**src/ipm_div.sv**
```systemverilog
`default_nettype none
module ipm_div #(
  parameter int unsigned NUM_W = 50,
  parameter int unsigned DEN_W = 34,
  parameter int unsigned QUO_W = 22,
  parameter int unsigned TAG_W = 1
) (
  input  logic             clk_i,
  input  logic             rst_ni,
  input  logic             en_i,
  input  logic             valid_i,
  input  logic [NUM_W-1:0] num_i,
  input  logic [DEN_W-1:0] den_i,
  input  logic [TAG_W-1:0] tag_i,
  output logic             valid_o,
  output logic [QUO_W-1:0] quo_o,
  output logic [TAG_W-1:0] tag_o
);

  // Restoring division, one quotient bit per stage, most significant first.
  // The caller keeps num < den << QUO_W.
  localparam int unsigned EXT_W = NUM_W + QUO_W;

  logic [NUM_W-1:0] rem_q [QUO_W];
  logic [DEN_W-1:0] den_q [QUO_W];
  logic [QUO_W-1:0] quo_q [QUO_W];
  logic [TAG_W-1:0] tag_q [QUO_W];
  logic [QUO_W-1:0] vld_q;

  for (genvar s = 0; s < QUO_W; s++) begin : g_stage
    logic [NUM_W-1:0] rem_in;
    logic [DEN_W-1:0] den_in;
    logic [QUO_W-1:0] quo_in;
    logic [TAG_W-1:0] tag_in;
    logic             vld_in;
    logic [EXT_W-1:0] trial;
    logic             fits;
    logic [NUM_W-1:0] rem_d;
    logic [QUO_W-1:0] quo_d;

    if (s == 0) begin : g_head
      assign rem_in = num_i;
      assign den_in = den_i;
      assign quo_in = '0;
      assign tag_in = tag_i;
      assign vld_in = valid_i;
    end else begin : g_body
      assign rem_in = rem_q[s-1];
      assign den_in = den_q[s-1];
      assign quo_in = quo_q[s-1];
      assign tag_in = tag_q[s-1];
      assign vld_in = vld_q[s-1];
    end

    // Subtract the shifted divisor where it fits
    assign trial = EXT_W'(den_in) << (QUO_W - 1 - s);
    assign fits  = EXT_W'(rem_in) >= trial;
    assign rem_d = fits ? NUM_W'(EXT_W'(rem_in) - trial) : rem_in;
    assign quo_d = quo_in | (QUO_W'(fits) << (QUO_W - 1 - s));

    always_ff @(posedge clk_i) begin
      if (en_i) begin
        rem_q[s] <= rem_d;
        den_q[s] <= den_in;
        quo_q[s] <= quo_d;
        tag_q[s] <= tag_in;
      end
    end

    always_ff @(posedge clk_i or negedge rst_ni) begin
      if (!rst_ni) begin
        vld_q[s] <= 1'b0;
      end else if (en_i) begin
        vld_q[s] <= vld_in;
      end
    end
  end

  assign valid_o = vld_q[QUO_W-1];
  assign quo_o   = quo_q[QUO_W-1];
  assign tag_o   = tag_q[QUO_W-1];

endmodule
`default_nettype wire

```
**config.mk**
```make
export PLATFORM = sky130hd
export DESIGN_NAME = ipm_div
export DESIGN_NICKNAME = d
export VERILOG_FILES = /design/src/ipm_div.sv
export SDC_FILE = /design/constraint.sdc
export NUM_CORES = 2
export LEC_CHECK = 0
export BUFFER_PORTS_ARGS = -buffer_cell sky130_fd_sc_hd__clkbuf_2
export CORE_ASPECT_RATIO = 1.25
export CORE_UTILIZATION = 41
export DETAILED_ROUTE_END_ITERATION = 6
export SETUP_SLACK_MARGIN = 0.15
export SYNTH_ARGS = -nofsm -noshare
export SYNTH_HDL_FRONTEND = slang
export SYNTH_SLANG_ARGS = --single-unit
```
**constraint.sdc**
```tcl
create_clock -name clk_i -period 4 [get_ports clk_i]
set_input_delay 0.2 -clock clk_i [delete_from_list [all_inputs] [get_ports clk_i]]
set_output_delay 0.2 -clock clk_i [all_outputs]
set_load 0.02 [all_outputs]
```
==> reports/metrics.cfg <==
[hold_path]
min_path_cells=2
hold_class=input port to register
holdPathEnd=tag_q[0][0]
hp-start=tag_i

[cts]
clockBufferDepth=4
cts-root-buf=clkbuf_16
cts_buffers=228
cts_tree=done
cts_sinks=2061
clkLatencyLatePin_ns=0.92
clkTransAtPathRegs_ns=0.06
htree_levels=4

[place]
dpl_worst_slack_ns=-0.593
gp_congestion=1.02
dpl.hpwl_mm=214
numPortBuffers=112

[timing]
setup-violations-final=0
drv_slew=0
finalHoldViolations=0
tightest_slew_ns=0.970
fin_ws_ns=0.0687
rsz0062_at_grt=true
fmax_mhz=254
period_minus_slack_ns=3.93
fin_tns_setup_ns=0
final.setup_skew_ns=0.0936
fin_crit_sh_pct=98.3
slew_headroom_pct=35.3

[run]
maxCapViolCount=0

[logic_synthesis]
syn-cell-area_sq_um=112000
syn_avg_cell_area_sq_um=11.5
syn_nets=10600
async_flop_share_pct=1.07
ys_ff_latch=2061
netlist_top_cells_area=edfxtp_1, ha_1, a21oi_1
synth_ff_type=edfxtp_1
yosysTopAreaCellShare_pct=54.8
yosysWarnings=0
synth.largest_area_cell=edfxtp_1
synth_cells=9731
yosysSeqAreaShare_pct=55.3
synth_edf_count=2039
ys_types=114

[setup_path]
rr_worst_depth=16
rrSetupSlack_ns=0.07
crit_required_ns=4.64
reg2reg_to=rem_q[0][82]
worstSetupPathType=register to register
startpoint_type=register
cp_data_arrival_time_ns=4.57
path_max_fanout=7
timing.rr.start=den_q[0][0]
crit_path_end_kind=register

[routing]
wl_per_cell_um=19.4
drtIter0Drc=3549
ant_nets=0
vias_per_cell=5.33
drt_drc_violations_left=0
dr.pass1.iters=5
wl_mm=281
vias=77100

[floorplanning]
start_util_pct=41.4
io_pins=113
placementRows=213
core_sq_um=270000
dieArea_sq_um=275000
die_w_um=469
fp.dieH_um=586

[pwr]
power_density_nw_per_um2=664
vdd_drop_max_mv=0.416
p_leak_nw=53.7

[final_layout]
area_growth_pct=19.0
layout-drive-gt1-share_pct=16.4
utilization_pct=49.2
nets=11600

[global_routing]
grt_util_all_layers_pct=20.1
grt-ovfl-total=0
grt_pass1_wl_mm=430
grt_max_degree=150
antenna_found_initial=4
grt_pass1_vias=82000

[run_status]
status=completed

[worst max-delay path, stage by stage (launching register included)]
cell and delay (ns):
edfxtp_1 0.40, ha_2 0.21, fa_2 0.35, nor2b_2 0.15, o2111ai_2 0.19, nand3_2 0.16
nand3b_1 0.21, a221o_1 0.41, a21oi_2 0.14, buf_4 0.15, a31oi_4 0.11, nand4bb_4 0.25
a21oi_4 0.16, buf_12 0.14, buf_12 0.12, clkbuf_16 0.15, mux2_2 0.32
[per-layer routing]
metal | global-route usage, % | vias up | routed length [um]
met5 | 0 | - | 0
met4 | 14.7 | 0 | 23200
met3 | 2.35 | 845 | 7230
met2 | 43.4 | 1500 | 167000
met1 | 15.3 | 37000 | 83200
li1 | - | 37700 | -
[layout by cell type (no fill, tap or decap), types with 51 or more instances in the layout]
master | synthesis | final
dlygate4sd3_1 | 0 | 126
nor4_1 | 99 | 81
ha_1 | 733 | 704
nor2_1 | 533 | 523
clkinv_1 | 0 | 60
o21ai_0 | 643 | 613
nand3_1 | 154 | 149
and3_1 | 69 | 68
o21bai_1 | 104 | 101
xor2_1 | 312 | 312
buf_4 | 5 | 660
clkbuf_2 | 0 | 111
o21a_1 | 71 | 68
nor3_1 | 105 | 98
a31oi_1 | 91 | 73
edfxtp_1 | 2039 | 2039
nor2b_1 | 110 | 106
nand2_1 | 710 | 700
a21o_1 | 411 | 410
inv_1 | 929 | 923
clkbuf_16 | 0 | 236
mux2_4 | 0 | 51
nand2b_1 | 107 | 105
a21oi_1 | 771 | 741
xnor2_1 | 409 | 409
nand4_1 | 130 | 130
buf_12 | 0 | 52
mux2_2 | 195 | 173
[cells by family after synthesis]
kind of cell | Yosys count | share of synthesized area [%]
buffers and inverters | 1167 | 4.02
multiplexers | 244 | 2.45
adder cells (fa/ha/maj) | 754 | 8.58
XOR/XNOR | 721 | 5.65
AO/OA/AOI/OAI | 2515 | 14.1
AND/OR/NAND/NOR | 2269 | 9.95
flip-flops | 2061 | 55.3
[stage by stage]
stage | area (sq um) | instances | power, W | hold slack (ns)
after detailed placement | 121000 | 13800 | 0.0661 | 0.206
final | 133000 | 14500 | 0.0884 | 0.0849
after floorplan | 112000 | 9731 | 0.0548 | -0.0956
after global placement | 121000 | 13800 | 0.0654 | 0.192
after CTS | 131000 | 14400 | 0.0878 | 0.0266
after global routing | 133000 | 14500 | 0.0936 | 0.0507
[report_power, final]
group          switching, W  leakage, nW  internal [W]  total [W]
Combinational        0.0197         30.1        0.0160     0.0357
Sequential          0.00256         20.1        0.0298     0.0323
Clock               0.00844         3.52        0.0119     0.0203
Total                0.0307         53.7        0.0576     0.0884
[cells in the mapped netlist (91+ instances only)]
cell type / instances
nor3_1: 105
a31oi_1: 91
xor2_1: 312
o21ai_0: 643
clkbuf_1: 153
ha_1: 733
a21o_1: 411
edfxtp_1: 2039
nand2_1: 710
a21oi_1: 771
inv_1: 929
xnor2_1: 409
nor4_1: 99
o21bai_1: 104
nand3_1: 154
nor2b_1: 110
nand4_1: 130
mux2_2: 195
nor2_1: 533
nand2b_1: 107
[flip-flops by register name (all words and copies together) (netlist names)]
name / flops
rem_q: 1050
den_q: 714
quo_q: 253
tag_q: 22
g_stage.vld_in: 21
valid_o: 1
[worst max-delay path by stage]
stage | depth (start not counted) | startpoint | endpoint
finish | 16 | den_q[0][0] | rem_q[0][82]
global route | 16 | den_q[0][0] | rem_q[0][79]
CTS | 16 | den_q[0][0] | rem_q[0][91]
detailed placement | 14 | rem_q[3][87] | rem_q[3][112]
global placement | 14 | rem_q[3][89] | rem_q[3][112]
floorplan | 15 | rem_q[1][16] | rem_q[1][67]
[area by class of cell]
cell class              instances  area, sq um
inverters                     930         3490
clock inverters               138         1180
fillers                     23600       137000
clock buffers                 271         5990
multi-input cells            6505        47600
flip-flops and latches       2061        61800
diodes                          9         22.5
repair buffers                995         8570
well taps                    3547         4440
[timing repair]
item                                    in CTS  in global routing
buffers inserted                            62                 51
hold buffers                               126                  0
hold endpoints to repair                   161                  0
endpoints found under the setup margin     449                499
resized for setup                          177                273
pin swaps                                   70                117
cloned                                      12                  6
No activity file was read; power rests on OpenSTA's default activity.
