<file path="src/ipm_pkg.sv">
`default_nettype none
package ipm_pkg;

  // Field and register widths
  localparam int unsigned PIX_W  = 12;
  localparam int unsigned CFG_W  = 64;
  localparam int unsigned OFF_W  = 16;
  localparam int unsigned COEF_W = 21;
  localparam int unsigned GND_W  = 24;
  localparam int unsigned VIEW_W = 16;

  // Bearing arithmetic: |b| stays below 2^34, so a magnitude fits in 34 bits
  localparam int unsigned PROD_W = COEF_W + PIX_W + 1;
  localparam int unsigned BEAR_W = PROD_W + 1;
  localparam int unsigned MAG_W  = BEAR_W - 1;
  localparam int unsigned HALF_W = MAG_W / 2;
  localparam int unsigned SQ_W   = 2 * MAG_W;
  localparam int unsigned CMP_W  = SQ_W + 14;

  // Ground quotient: a hit keeps |b.x / b.z| below 100, so |q| < 100 * 2^15 < 2^22
  localparam int unsigned GNUM_W = MAG_W + OFF_W;
  localparam int unsigned GQ_W   = 22;

  // Signed difference range minus ground coordinate
  localparam int unsigned DIFF_W = 26;

  typedef enum logic [2:0] {
    CFG_ROW_X  = 3'd0,
    CFG_ROW_Y  = 3'd1,
    CFG_ROW_Z  = 3'd2,
    CFG_OFF_X  = 3'd3,
    CFG_OFF_Y  = 3'd4,
    CFG_HEIGHT = 3'd5
  } cfg_idx_e;

  typedef struct packed {
    logic [CFG_W-1:0] row_x;
    logic [CFG_W-1:0] row_y;
    logic [CFG_W-1:0] row_z;
  } ipm_mat_t;

  function automatic logic signed [COEF_W-1:0] coef_f(input logic [CFG_W-1:0] row,
                                                      input int unsigned k);
    logic [CFG_W-1:0] sh;
    sh = row >> (COEF_W * k);
    return $signed(sh[COEF_W-1:0]);
  endfunction

endpackage
`default_nettype wire

</file>
<file path="src/ipm_bearing.sv">
`default_nettype none
module ipm_bearing import ipm_pkg::*; (
  input  logic                     clk_i,
  input  logic                     rst_ni,
  input  logic                     en_i,
  input  logic                     valid_i,
  input  logic [PIX_W-1:0]         pixel_x_i,
  input  logic [PIX_W-1:0]         pixel_y_i,
  input  ipm_mat_t                 mat_i,
  output logic                     valid_o,
  output logic signed [BEAR_W-1:0] bx_o,
  output logic signed [BEAR_W-1:0] by_o,
  output logic signed [BEAR_W-1:0] bz_o
);

  logic [CFG_W-1:0]         rows [3];
  logic signed [PROD_W-1:0] px_d [3];
  logic signed [PROD_W-1:0] py_d [3];
  logic signed [PROD_W-1:0] px_q [3];
  logic signed [PROD_W-1:0] py_q [3];
  logic signed [PROD_W-1:0] c2_q [3];
  logic signed [BEAR_W-1:0] b_d  [3];
  logic signed [BEAR_W-1:0] b_q  [3];
  logic signed [PIX_W:0]    xs;
  logic signed [PIX_W:0]    ys;
  logic [1:0]               vld_q;

  assign rows[0] = mat_i.row_x;
  assign rows[1] = mat_i.row_y;
  assign rows[2] = mat_i.row_z;
  assign xs = $signed({1'b0, pixel_x_i});
  assign ys = $signed({1'b0, pixel_y_i});

  // Form the per-row products of the coefficients with the pixel
  always_comb begin
    for (int a = 0; a < 3; a++) begin
      px_d[a] = PROD_W'(coef_f(rows[a], 0)) * PROD_W'(xs);
      py_d[a] = PROD_W'(coef_f(rows[a], 1)) * PROD_W'(ys);
    end
  end

  // Add the products and the constant column
  always_comb begin
    for (int a = 0; a < 3; a++) begin
      b_d[a] = BEAR_W'(px_q[a]) + BEAR_W'(py_q[a]) + BEAR_W'(c2_q[a]);
    end
  end

  always_ff @(posedge clk_i) begin
    if (en_i) begin
      for (int a = 0; a < 3; a++) begin
        px_q[a] <= px_d[a];
        py_q[a] <= py_d[a];
        c2_q[a] <= PROD_W'(coef_f(rows[a], 2));
        b_q[a]  <= b_d[a];
      end
    end
  end

  // Advance the valid bits with the data
  always_ff @(posedge clk_i or negedge rst_ni) begin
    if (!rst_ni) begin
      vld_q <= '0;
    end else if (en_i) begin
      vld_q <= {vld_q[0], valid_i};
    end
  end

  assign valid_o = vld_q[1];
  assign bx_o    = b_q[0];
  assign by_o    = b_q[1];
  assign bz_o    = b_q[2];

endmodule
`default_nettype wire

</file>
<file path="config.mk">
export PLATFORM = sky130hd
export DESIGN_NAME = ipm_bearing
export DESIGN_NICKNAME = d
export VERILOG_FILES = /design/src/ipm_pkg.sv /design/src/ipm_bearing.sv
export SDC_FILE = /design/constraint.sdc
export NUM_CORES = 2
export LEC_CHECK = 0
export BUFFER_PORTS_ARGS = -buffer_cell sky130_fd_sc_hd__buf_2
export CAP_MARGIN = 30
export CORE_MARGIN = 2
export CORE_UTILIZATION = 32
export DETAILED_ROUTE_END_ITERATION = 7
export PLACE_DENSITY = 0.58
export SYNTH_ARGS = -nofsm -noshare
export SYNTH_HDL_FRONTEND = slang
export SYNTH_SLANG_ARGS = --single-unit
</file>
<file path="constraint.sdc">
create_clock -name clk_i -period 4.8 [get_ports clk_i]
set_input_delay 1.2 -clock clk_i [delete_from_list [all_inputs] [get_ports clk_i]]
set_output_delay 1.2 -clock clk_i [all_outputs]
set_load 0.05 [all_outputs]
</file>
==> reports/metrics.yaml <==
core_area_mm2: 0.227
dp_hpwl_um: 174000
relSlewSlack: 0.373
hold_viol_final: 0
nNetsFinal: 11200
synth_top_cells_by_area: "fa_1, edfxtp_1, inv_1"
wl_um: 216000
critical-path-top-delay-family: "adder cells"
drive_gt1_frac: 0.263
avgSynthCellArea_um2: 9.56
drc_errors: 0
cts_tree: "yes"
crit_buf_inv: 7
synth_cell_types: 87
slew_violations: 0
overflow: 0
num_vias: 55700
syn_area_mm2: 0.0733
setup_viol: 153
min_path_type: "in -> async"
synthCells: 7670
track_usage: 0.184
cts-root-buf: "clkbuf_16"
die-area_mm2: 0.233
maxCapViolations: 0
first_iter_violations: 2862
setup.worst_path.class: "in -> reg"
status: "finished, violations left"
postSynth.asyncResetShare: 0.00535
synthTopCellsByCount: "inv_1, fa_1, nand2_1"
fmax_mhz: 167
area_growth_pct: 28.7
fin_skew_ps: 23.9
worst_pin_slew_ps: 931
grt_max_degree: 125
dp_cells: 11700
cpMaxStageDelayCell: "fa_1"
cts-htree-levels: 2
ys_seq_area_frac: 0.153
multi_input_area_mm2: 0.0573
grt_pass1_vias: 61200
io_pins: 326
num_rows: 175
yosys.cell_count.top_type: "inv_1"
seqCellArea_mm2: 0.0112
yosys_warnings: 0
rsz0062_at_grt: "yes"
io_buffers: 322
violations: "setup timing"
design_area_mm2: 0.0943
crit_chain: "buf_12, buf_16, buf_4, buf_4, nand2_1, fa_1, inv_1, fa_1, fa_1, fa_1, inv_1, fa_1, inv_1, ha_2, o41a_1, a41oi_2, a211oi_2, or4b_1, a31oi_1, xnor2_1"
gp_congestion: 0.910
avgViaCountPerCell: 4.63
setup_ws_ps: -1180
ctsHoldBuffers: 0
critPathCaptureType: "flop"
die_x_um: 483
r2r_setup_slack_ps: 420
layout_min_cycle_time_ps: 5980
layout.cells.non_filler: 12000
antenna_left: 0
cpPeakStageDelay_ps: 570
synth_edf_count: 372
dp_slack_ps: -2100
yosys.area.top_type: "fa_1"
cts.sinks: 374
start_util: 0.322
die_h_um: 483
postPlaceCellArea_mm2: 0.0876
grt_first_pass_wirelength_um: 335000
antenna_found_initial: 56
cp_max_fo: 6
arrival_ps: 6330
period_share: 1.25
crit_required_ps: 5150
crit_top_cell: "fa_1"
syn_nets: 9924
start_kind: "input port"
synth_ff_type: "edfxtp_1"
yosys_register_bits: 374
clock_latency_ps: 640
cts.reportedPaths.clkPinSlew_ps: 60
cts_inserted_buffers: 45
clockBufferDepth: 3
wl_per_cell_um: 17.9
n_fill_cell: 21900
synth_top_area_share: 0.402
dr.pass1.iters: 5
-- state kept, by name (all words and copies together) (netlist names) --
register and flops:
vld_q 2, b_q 105, px_q 102, py_q 102
c2_q 63
-- cell families after synthesis --
| family | Yosys count | synth area share |
|---|---|---|
| muxes | 5 | 0.000734 |
| DFF | 374 | 0.153 |
| buffers and inverters | 2236 | 0.114 |
| AOI/OAI and AO/OA | 709 | 0.0644 |
| xor gates and xnor gates | 273 | 0.0326 |
| adders and majority gates | 2034 | 0.498 |
| and+or+nand+nor | 2039 | 0.137 |
-- per-stage QoR --
step	hold slack, ps	setup TNS (ps)	util
after global routing	319	-134830	0.414
after floorplan	475	-124300	-
after global placement	483	-229550	0.385
after CTS	313	-106700	0.405
final	357	-113550	0.415
after detailed placement	501	-234110	0.385
-- path summary, 6_finish.rpt --
kind	from	end	cells past startpoint
worst max-delay path	pixel_x_i[7]	px_q[0][101]	20
worst min-delay path	rst_ni	vld_q[0]	1
worst max register to register	px_q[0][0]	b_q[0][31]	17
worst min register to register	vld_q[0]	vld_q[0]	1
max in group asynchronous	rst_ni	vld_q[1]	1
min in group clk_i	vld_q[0]	vld_q[0]	1
-- worst reg2reg max path, stage by stage, from the launching register on --
cell      delay [ps]
edfxtp_1         340
inv_1            120
fa_1             400
inv_1            160
ha_1             210
inv_1             70
fa_1             440
nand2b_1         190
a21oi_1          230
o311a_1          220
buf_4            170
a211oi_1         200
o31ai_1          460
nor3b_1          350
nor4_1            90
nor3_1           230
xor2_1           100
buf_4            170
-- placed cells by master (no fill, tap or decap), types with 83 or more instances in the layout --
cell type,netlist,final
ha_4,0,83
a21oi_1,223,129
and2_4,0,105
buf_4,0,1009
and2_1,743,638
buf_2,0,300
edfxtp_1,372,372
xnor2_1,204,180
ha_1,561,473
buf_12,0,83
inv_1,1943,1844
a21o_1,103,103
inv_2,0,98
nor2_1,172,134
nand2_1,893,831
fa_1,1473,1412
-- layout make-up --
| cell class | instances | area share |
|---|---|---|
| multi-input cells | 5060 | 0.608 |
| well taps | 3009 | 0.0399 |
| flip-flops and latches | 374 | 0.119 |
| clock buffers | 52 | 0.0124 |
| diodes | 25 | 0.000663 |
| inverters | 1943 | 0.0773 |
| clock inverters | 32 | 0.00387 |
| repair buffers | 1536 | 0.139 |
-- layer usage --
| metal | wire (µm) | track usage |
|---|---|---|
| met1 | 87800 | 0.227 |
| met2 | 106000 | 0.325 |
| met3 | 12600 | 0.0299 |
| met4 | 8750 | 0.0622 |
| met5 | 271 | 0 |
-- what timing repair did --
item / CTS / global route
setup buffers: 86 / 87
gates cloned: 24 / 14
setup endpoints to repair: 151 / 156
pin swaps: 221 / 301
resized for setup: 376 / 392
Power is left out: the tool's default activity adds up to more than one toggle a clock period on the data nets, which glitch-free logic cannot reach.
