===== config.mk =====
export PLATFORM = sky130hd
export DESIGN_NAME = ipm_view
export DESIGN_NICKNAME = d
export VERILOG_FILES = /design/src/ipm_pkg.sv /design/src/ipm_view.sv
export SDC_FILE = /design/constraint.sdc
export NUM_CORES = 2
export LEC_CHECK = 0
export ABC_AREA = 1
export BUFFER_PORTS_ARGS = -buffer_cell sky130_fd_sc_hd__buf_2
export CAP_MARGIN = 30
export CORE_ASPECT_RATIO = 1.75
export CORE_MARGIN = 3
export CORE_UTILIZATION = 34
export DETAILED_ROUTE_END_ITERATION = 8
export PLACE_DENSITY = 0.46
export SLEW_MARGIN = 5
export SYNTH_ARGS = -nofsm -noshare
export SYNTH_HDL_FRONTEND = slang
export SYNTH_SLANG_ARGS = --single-unit

===== constraint.sdc =====
create_clock -name clk_i -period 6.5 [get_ports clk_i]
set_input_delay 0.975 -clock clk_i [delete_from_list [all_inputs] [get_ports clk_i]]
set_output_delay 0.975 -clock clk_i [all_outputs]
set_load 0.05 [all_outputs]

===== src/ipm_pkg.sv =====
`default_nettype none
package ipm_pkg;

  // Field and register widths
  localparam int unsigned PIX_W  = 12;
  localparam int unsigned CFG_W  = 64;
  localparam int unsigned OFF_W  = 16;
  localparam int unsigned COEF_W = 21;
  localparam int unsigned GND_W  = 24;
  localparam int unsigned VIEW_W = 16;

  // Bearing arithmetic: |b| stays below 2^34, so a magnitude fits in 34 bits
  localparam int unsigned PROD_W = COEF_W + PIX_W + 1;
  localparam int unsigned BEAR_W = PROD_W + 1;
  localparam int unsigned MAG_W  = BEAR_W - 1;
  localparam int unsigned HALF_W = MAG_W / 2;
  localparam int unsigned SQ_W   = 2 * MAG_W;
  localparam int unsigned CMP_W  = SQ_W + 14;

  // Ground quotient: a hit keeps |b.x / b.z| below 100, so |q| < 100 * 2^15 < 2^22
  localparam int unsigned GNUM_W = MAG_W + OFF_W;
  localparam int unsigned GQ_W   = 22;

  // Signed difference range minus ground coordinate
  localparam int unsigned DIFF_W = 26;

  typedef enum logic [2:0] {
    CFG_ROW_X  = 3'd0,
    CFG_ROW_Y  = 3'd1,
    CFG_ROW_Z  = 3'd2,
    CFG_OFF_X  = 3'd3,
    CFG_OFF_Y  = 3'd4,
    CFG_HEIGHT = 3'd5
  } cfg_idx_e;

  typedef struct packed {
    logic [CFG_W-1:0] row_x;
    logic [CFG_W-1:0] row_y;
    logic [CFG_W-1:0] row_z;
  } ipm_mat_t;

  function automatic logic signed [COEF_W-1:0] coef_f(input logic [CFG_W-1:0] row,
                                                      input int unsigned k);
    logic [CFG_W-1:0] sh;
    sh = row >> (COEF_W * k);
    return $signed(sh[COEF_W-1:0]);
  endfunction

endpackage
`default_nettype wire


===== src/ipm_view.sv =====
`default_nettype none
module ipm_view import ipm_pkg::*; #(
  parameter int unsigned VIEW_SIZE     = 800,
  parameter int unsigned VIEW_RANGE_MM = 30000
) (
  input  logic                     clk_i,
  input  logic                     rst_ni,
  input  logic                     en_i,
  input  logic                     valid_i,
  input  logic                     hit_i,
  input  logic signed [GND_W-1:0]  gx_i,
  input  logic signed [GND_W-1:0]  gy_i,
  output logic                     valid_o,
  output logic                     hit_o,
  output logic signed [GND_W-1:0]  gx_o,
  output logic signed [GND_W-1:0]  gy_o,
  output logic signed [VIEW_W-1:0] col_o,
  output logic signed [VIEW_W-1:0] row_o
);

  // Divide by 2*range through a reciprocal that already holds the view size.
  // The shift equals magnitude width plus divisor width, so the truncated
  // product equals the truncated quotient for every magnitude that fits.
  localparam int unsigned     MAGV_W = DIFF_W - 1;
  localparam int unsigned     VDEN_W = $clog2(2 * VIEW_RANGE_MM + 1);
  localparam int unsigned     VSH    = MAGV_W + VDEN_W;
  localparam longint unsigned VDEN   = 64'(2 * VIEW_RANGE_MM);
  localparam longint unsigned VMUL   = ((64'd1 << VSH) * VIEW_SIZE + VDEN - 1) / VDEN;
  localparam int unsigned     MUL_W  = $clog2(VMUL + 1);
  localparam int unsigned     LO_W   = 21;
  localparam int unsigned     HI_W   = (MUL_W > LO_W) ? MUL_W - LO_W : 1;
  localparam int unsigned     PLO_W  = MAGV_W + LO_W;
  localparam int unsigned     PHI_W  = MAGV_W + HI_W;
  localparam int unsigned     SUM_W  = PHI_W + LO_W;
  localparam int unsigned     VQ_W   = SUM_W - VSH;
  localparam logic [LO_W-1:0]          MUL_LO = LO_W'(VMUL);
  localparam logic [HI_W-1:0]          MUL_HI = HI_W'(VMUL >> LO_W);
  localparam logic signed [DIFF_W-1:0] VRNG   = DIFF_W'(VIEW_RANGE_MM);

  typedef struct packed {
    logic                    hit;
    logic signed [GND_W-1:0] gx;
    logic signed [GND_W-1:0] gy;
    logic                    neg_c;
    logic                    neg_r;
  } tag_t;

  function automatic logic signed [VIEW_W-1:0] sat_f(input logic [VQ_W-1:0] q,
                                                     input logic neg);
    logic [31:0] qe;
    logic signed [VIEW_W:0] qn;
    qe = 32'(q);
    qn = -(VIEW_W+1)'(qe[VIEW_W:0]);
    if (neg) begin
      if (qe > 32'd32768) return VIEW_W'(-32768);
      return VIEW_W'(qn);
    end
    if (qe > 32'd32767) return VIEW_W'(32767);
    return VIEW_W'(qe);
  endfunction

  logic signed [DIFF_W-1:0] dc;
  logic signed [DIFF_W-1:0] dr;
  logic signed [DIFF_W-1:0] dcn;
  logic signed [DIFF_W-1:0] drn;
  logic [MAGV_W-1:0]        mc_d;
  logic [MAGV_W-1:0]        mr_d;
  logic [MAGV_W-1:0]        mc_q;
  logic [MAGV_W-1:0]        mr_q;
  tag_t                     tag_d;
  tag_t                     tag_q;
  logic                     vld_q;
  logic [PLO_W-1:0]         plc_d;
  logic [PHI_W-1:0]         phc_d;
  logic [PLO_W-1:0]         plr_d;
  logic [PHI_W-1:0]         phr_d;
  logic [PLO_W-1:0]         plc_q;
  logic [PHI_W-1:0]         phc_q;
  logic [PLO_W-1:0]         plr_q;
  logic [PHI_W-1:0]         phr_q;
  tag_t                     tag_b_q;
  logic                     vld_b_q;
  logic [SUM_W-1:0]         sum_c;
  logic [SUM_W-1:0]         sum_r;
  logic [VQ_W-1:0]          qc;
  logic [VQ_W-1:0]          qr;
  logic signed [VIEW_W-1:0] col_d;
  logic signed [VIEW_W-1:0] row_d;
  logic signed [VIEW_W-1:0] col_q;
  logic signed [VIEW_W-1:0] row_q;
  tag_t                     out_q;
  logic                     out_vld_q;

  // Form range minus coordinate as magnitude and sign
  always_comb begin
    dc   = VRNG - DIFF_W'(gy_i);
    dr   = VRNG - DIFF_W'(gx_i);
    dcn  = -dc;
    drn  = -dr;
    mc_d = MAGV_W'(dc[DIFF_W-1] ? dcn : dc);
    mr_d = MAGV_W'(dr[DIFF_W-1] ? drn : dr);
    tag_d.hit   = hit_i;
    tag_d.gx    = gx_i;
    tag_d.gy    = gy_i;
    tag_d.neg_c = dc[DIFF_W-1];
    tag_d.neg_r = dr[DIFF_W-1];
  end

  always_ff @(posedge clk_i) begin
    if (en_i) begin
      mc_q  <= mc_d;
      mr_q  <= mr_d;
      tag_q <= tag_d;
    end
  end

  // Multiply each magnitude by the low and high halves of the reciprocal
  always_comb begin
    plc_d = PLO_W'(mc_q) * PLO_W'(MUL_LO);
    phc_d = PHI_W'(mc_q) * PHI_W'(MUL_HI);
    plr_d = PLO_W'(mr_q) * PLO_W'(MUL_LO);
    phr_d = PHI_W'(mr_q) * PHI_W'(MUL_HI);
  end

  always_ff @(posedge clk_i) begin
    if (en_i) begin
      plc_q   <= plc_d;
      phc_q   <= phc_d;
      plr_q   <= plr_d;
      phr_q   <= phr_d;
      tag_b_q <= tag_q;
    end
  end

  // Join the halves, apply sign, saturate, and drop the view for a rejected pixel
  always_comb begin
    sum_c = (SUM_W'(phc_q) << LO_W) + SUM_W'(plc_q);
    sum_r = (SUM_W'(phr_q) << LO_W) + SUM_W'(plr_q);
    qc    = sum_c[SUM_W-1:VSH];
    qr    = sum_r[SUM_W-1:VSH];
    col_d = tag_b_q.hit ? sat_f(qc, tag_b_q.neg_c) : '0;
    row_d = tag_b_q.hit ? sat_f(qr, tag_b_q.neg_r) : '0;
  end

  always_ff @(posedge clk_i) begin
    if (en_i) begin
      col_q <= col_d;
      row_q <= row_d;
      out_q <= tag_b_q;
    end
  end

  // Advance the valid bits with the data
  always_ff @(posedge clk_i or negedge rst_ni) begin
    if (!rst_ni) begin
      vld_q     <= 1'b0;
      vld_b_q   <= 1'b0;
      out_vld_q <= 1'b0;
    end else if (en_i) begin
      vld_q     <= valid_i;
      vld_b_q   <= vld_q;
      out_vld_q <= vld_b_q;
    end
  end

  assign valid_o = out_vld_q;
  assign hit_o   = out_q.hit;
  assign gx_o    = out_q.gx;
  assign gy_o    = out_q.gy;
  assign col_o   = col_q;
  assign row_o   = row_q;

endmodule
`default_nettype wire

==> impl_metrics.yaml <==
cells_and_area:
  fin_nets: 5943
  multi_input_area_um2: 26100
  syn2layout_area_growth_pct: 11.1
  finish.instance_area_um2: 45800
  drive_gt1_share_pct: 7.10
  nFillCells: 12400
  area.sequential_um2: 10400
synthesis:
  synth.area.top_cells: "edfxtp_1, fa_1, ha_1, inv_1, nand2_1"
  yosys.area.top_type: "edfxtp_1"
  synth_edf_count: 345
  synthTopCellsByCount: "inv_1, nand2_1, fa_1"
  synth_ff_type: "edfxtp_1"
  synth-seq-cells: 348
  syn_area_per_cell_um2: 8.71
  synth.most_common_cell: "inv_1"
  netlist_instances: 4733
  synthDistinctLibCells: 57
  synth_warnings: 0
  syn_area_um2: 41200
  async_reset_ff_share_pct: 0.862
  synth-seq-area-share_pct: 25.3
  yosysTopAreaCellShare_pct: 25.1
global_routing:
  grtUsageTotal_pct: 21.8
  grt-ovfl-total: 0
  grt_pass1_vias: 34500
  antenna_found_initial: 5
  grt_pass1_wl_um: 203000
  grt_max_degree: 123
critical_path:
  reg2reg_slack_ns: 0.22
  worstPathArrival_ns: 6.61
  startpoint_type: "flop"
  crit_path_end_kind: "flop"
  worstReg2RegStart: "mc_q[14]"
  critical_path_class: "flop to flop"
  required_ns: 6.83
  crit_fanout: 5
  r2r-end: "plc_q[29]"
  ff2ff_path_depth: 18
clocking:
  clock_path_buffers: 3
  cts_tree: "done"
  insertion_delay_ns: 0.61
  cts.sinks: 348
  cts-root-buf: "clkbuf_16"
  numCtsBuffers: 39
  clk_pin_slew_worst_paths_ns: 0.06
  cts_max_level: 2
timing:
  tns_ns: 0
  period_needed_ns: 6.28
  fmax_mhz: 159
  tightest_slew_ns: 0.823
  worst_clock_skew_ns: 0.0309
  slew_headroom_pct: 45.2
  hold_viol_final: 0
  drv_slew: 0
  setup_viol: 0
  fin_crit_sh_pct: 96.7
  rsz0062_at_grt: "false"
flow_run:
  drv_cap: 0
floorplan:
  ioPinCount: 135
  die-area_um2: 126000
  start_util_pct: 34.4
  core_um2: 120000
  dieWidth_um: 269
  core.rowCount: 168
  die_y_um: 467
route:
  drt_iter0_markers: 1362
  dr.pass1.iters: 5
  drcViolationCount: 0
  ant_nets: 0
  avgViaCountPerCell: 4.71
  wl_per_cell_um: 20.5
  via_count: 31100
  postRouteWirelength_um: 136000
placed_design:
  io_buffers: 134
  place_congestion: 0.929
  placed_area_um2: 44400
  dpl.hpwl_um: 119000
min_path:
  hold_class: "primary input to asynchronous set/reset pin"
status:
  status: "complete, no violations"
==> cell families (layout without fill, tap and decap cells) <==
kind of cell	Yosys count	after routing	synth area share (%)
buf+inv	1251	1516	11.5
flops	348	348	25.3
other cells	1	3	0.00909
fa+ha+maj	922	922	36.4
simple gates	1528	1528	15.9
compound gates	459	459	6.17
xor+xnor	223	223	4.74
mux	1	1	0.0273
==> how the worst max path moves through the flow <==
stage | from | endpoint | cells after the start
after floorplan | mr_q[8] | phr_q[27] | 24
after global placement | mr_q[7] | phr_q[27] | 21
after detailed placement | mr_q[8] | phr_q[27] | 25
after CTS | mr_q[8] | phr_q[27] | 25
after global routing | mr_q[15] | phr_q[34] | 19
final | mc_q[14] | plc_q[29] | 18
==> cell type report <==
| type | instances | share of cell area, % |
|---|---|---|
| multi-input combinational | 3135 | 56.9 |
| timing repair buffer | 215 | 2.91 |
| inverter | 1229 | 10.1 |
| clock buffer | 43 | 2.26 |
| clock inverter | 29 | 0.680 |
| tap | 1615 | 4.41 |
| antenna | 1 | 0.00546 |
| sequential | 348 | 22.8 |
==> through the flow <==
stage / util (%) / cells / hold WS, ns / setup WS [ns]
3_5_place_dp: 37.0 / 6536 / 0.405 / 0.194
4_1_cts: 38.1 / 6608 / 0.0806 / 0.154
5_1_grt: 38.2 / 6615 / 0.116 / 0.0168
6_report: 38.2 / 6615 / 0.140 / 0.217
3_3_place_gp: 37.0 / 6535 / 0.401 / 0.191
2_1_floorplan: - / 4734 / 0.400 / 0.877
==> timing repair <==
| item | 4_1_cts | 5_1_grt |
|---|---|---|
| gates resized for setup | 0 | 2 |
| buffers inserted | 0 | 6 |
| setup endpoints to repair | 0 | 6 |
| hold buffers | 0 | 0 |
| hold endpoints to repair | 0 | 0 |
==> metal layers <==
metal	share of wire [%]	global-route usage (%)
met5	0.032	0
met2	60	47.4
met1	30	17.9
met4	7.5	13.8
met3	2.3	1.98
==> registers in the layout, summed over array words and instances, names as in the netlist, 16 cells and up <==
name	count
tag_b_q	49
mr_q	24
phc_q	39
tag_q	51
mc_q	24
plr_q	19
gx_o	24
row_o	16
phr_q	39
plc_q	19
gy_o	24
col_o	16
==> placed cells by master, fill, tap and decap left out, types with 26 or more instances in the layout <==
master,count
nand4_1,66
inv_1,1219
clkbuf_16,41
xnor2_1,68
buf_4,78
a31oi_1,26
o21ai_0,114
edfxtp_1,345
nand2_1,862
a21oi_1,228
nor3_1,33
xor2_1,155
fa_1,462
nand3_1,188
nor2_1,283
ha_1,460
buf_2,133
==> critical path, cell delays in order, from the launching register on <==
cell,delay [ns]
edfxtp_1,0.47
buf_4,0.21
fa_1,0.48
fa_1,0.56
inv_1,0.06
fa_1,0.50
fa_1,0.59
inv_1,0.07
fa_1,0.46
fa_1,0.53
ha_1,0.39
nand2_1,0.11
nor2_1,0.30
inv_1,0.10
nor2_1,0.30
inv_1,0.06
o21ai_0,0.46
a31oi_1,0.17
xnor2_1,0.17
Power is left out: the tool's default activity adds up to more than one toggle a clock period on the data nets, which glitch-free logic cannot reach.
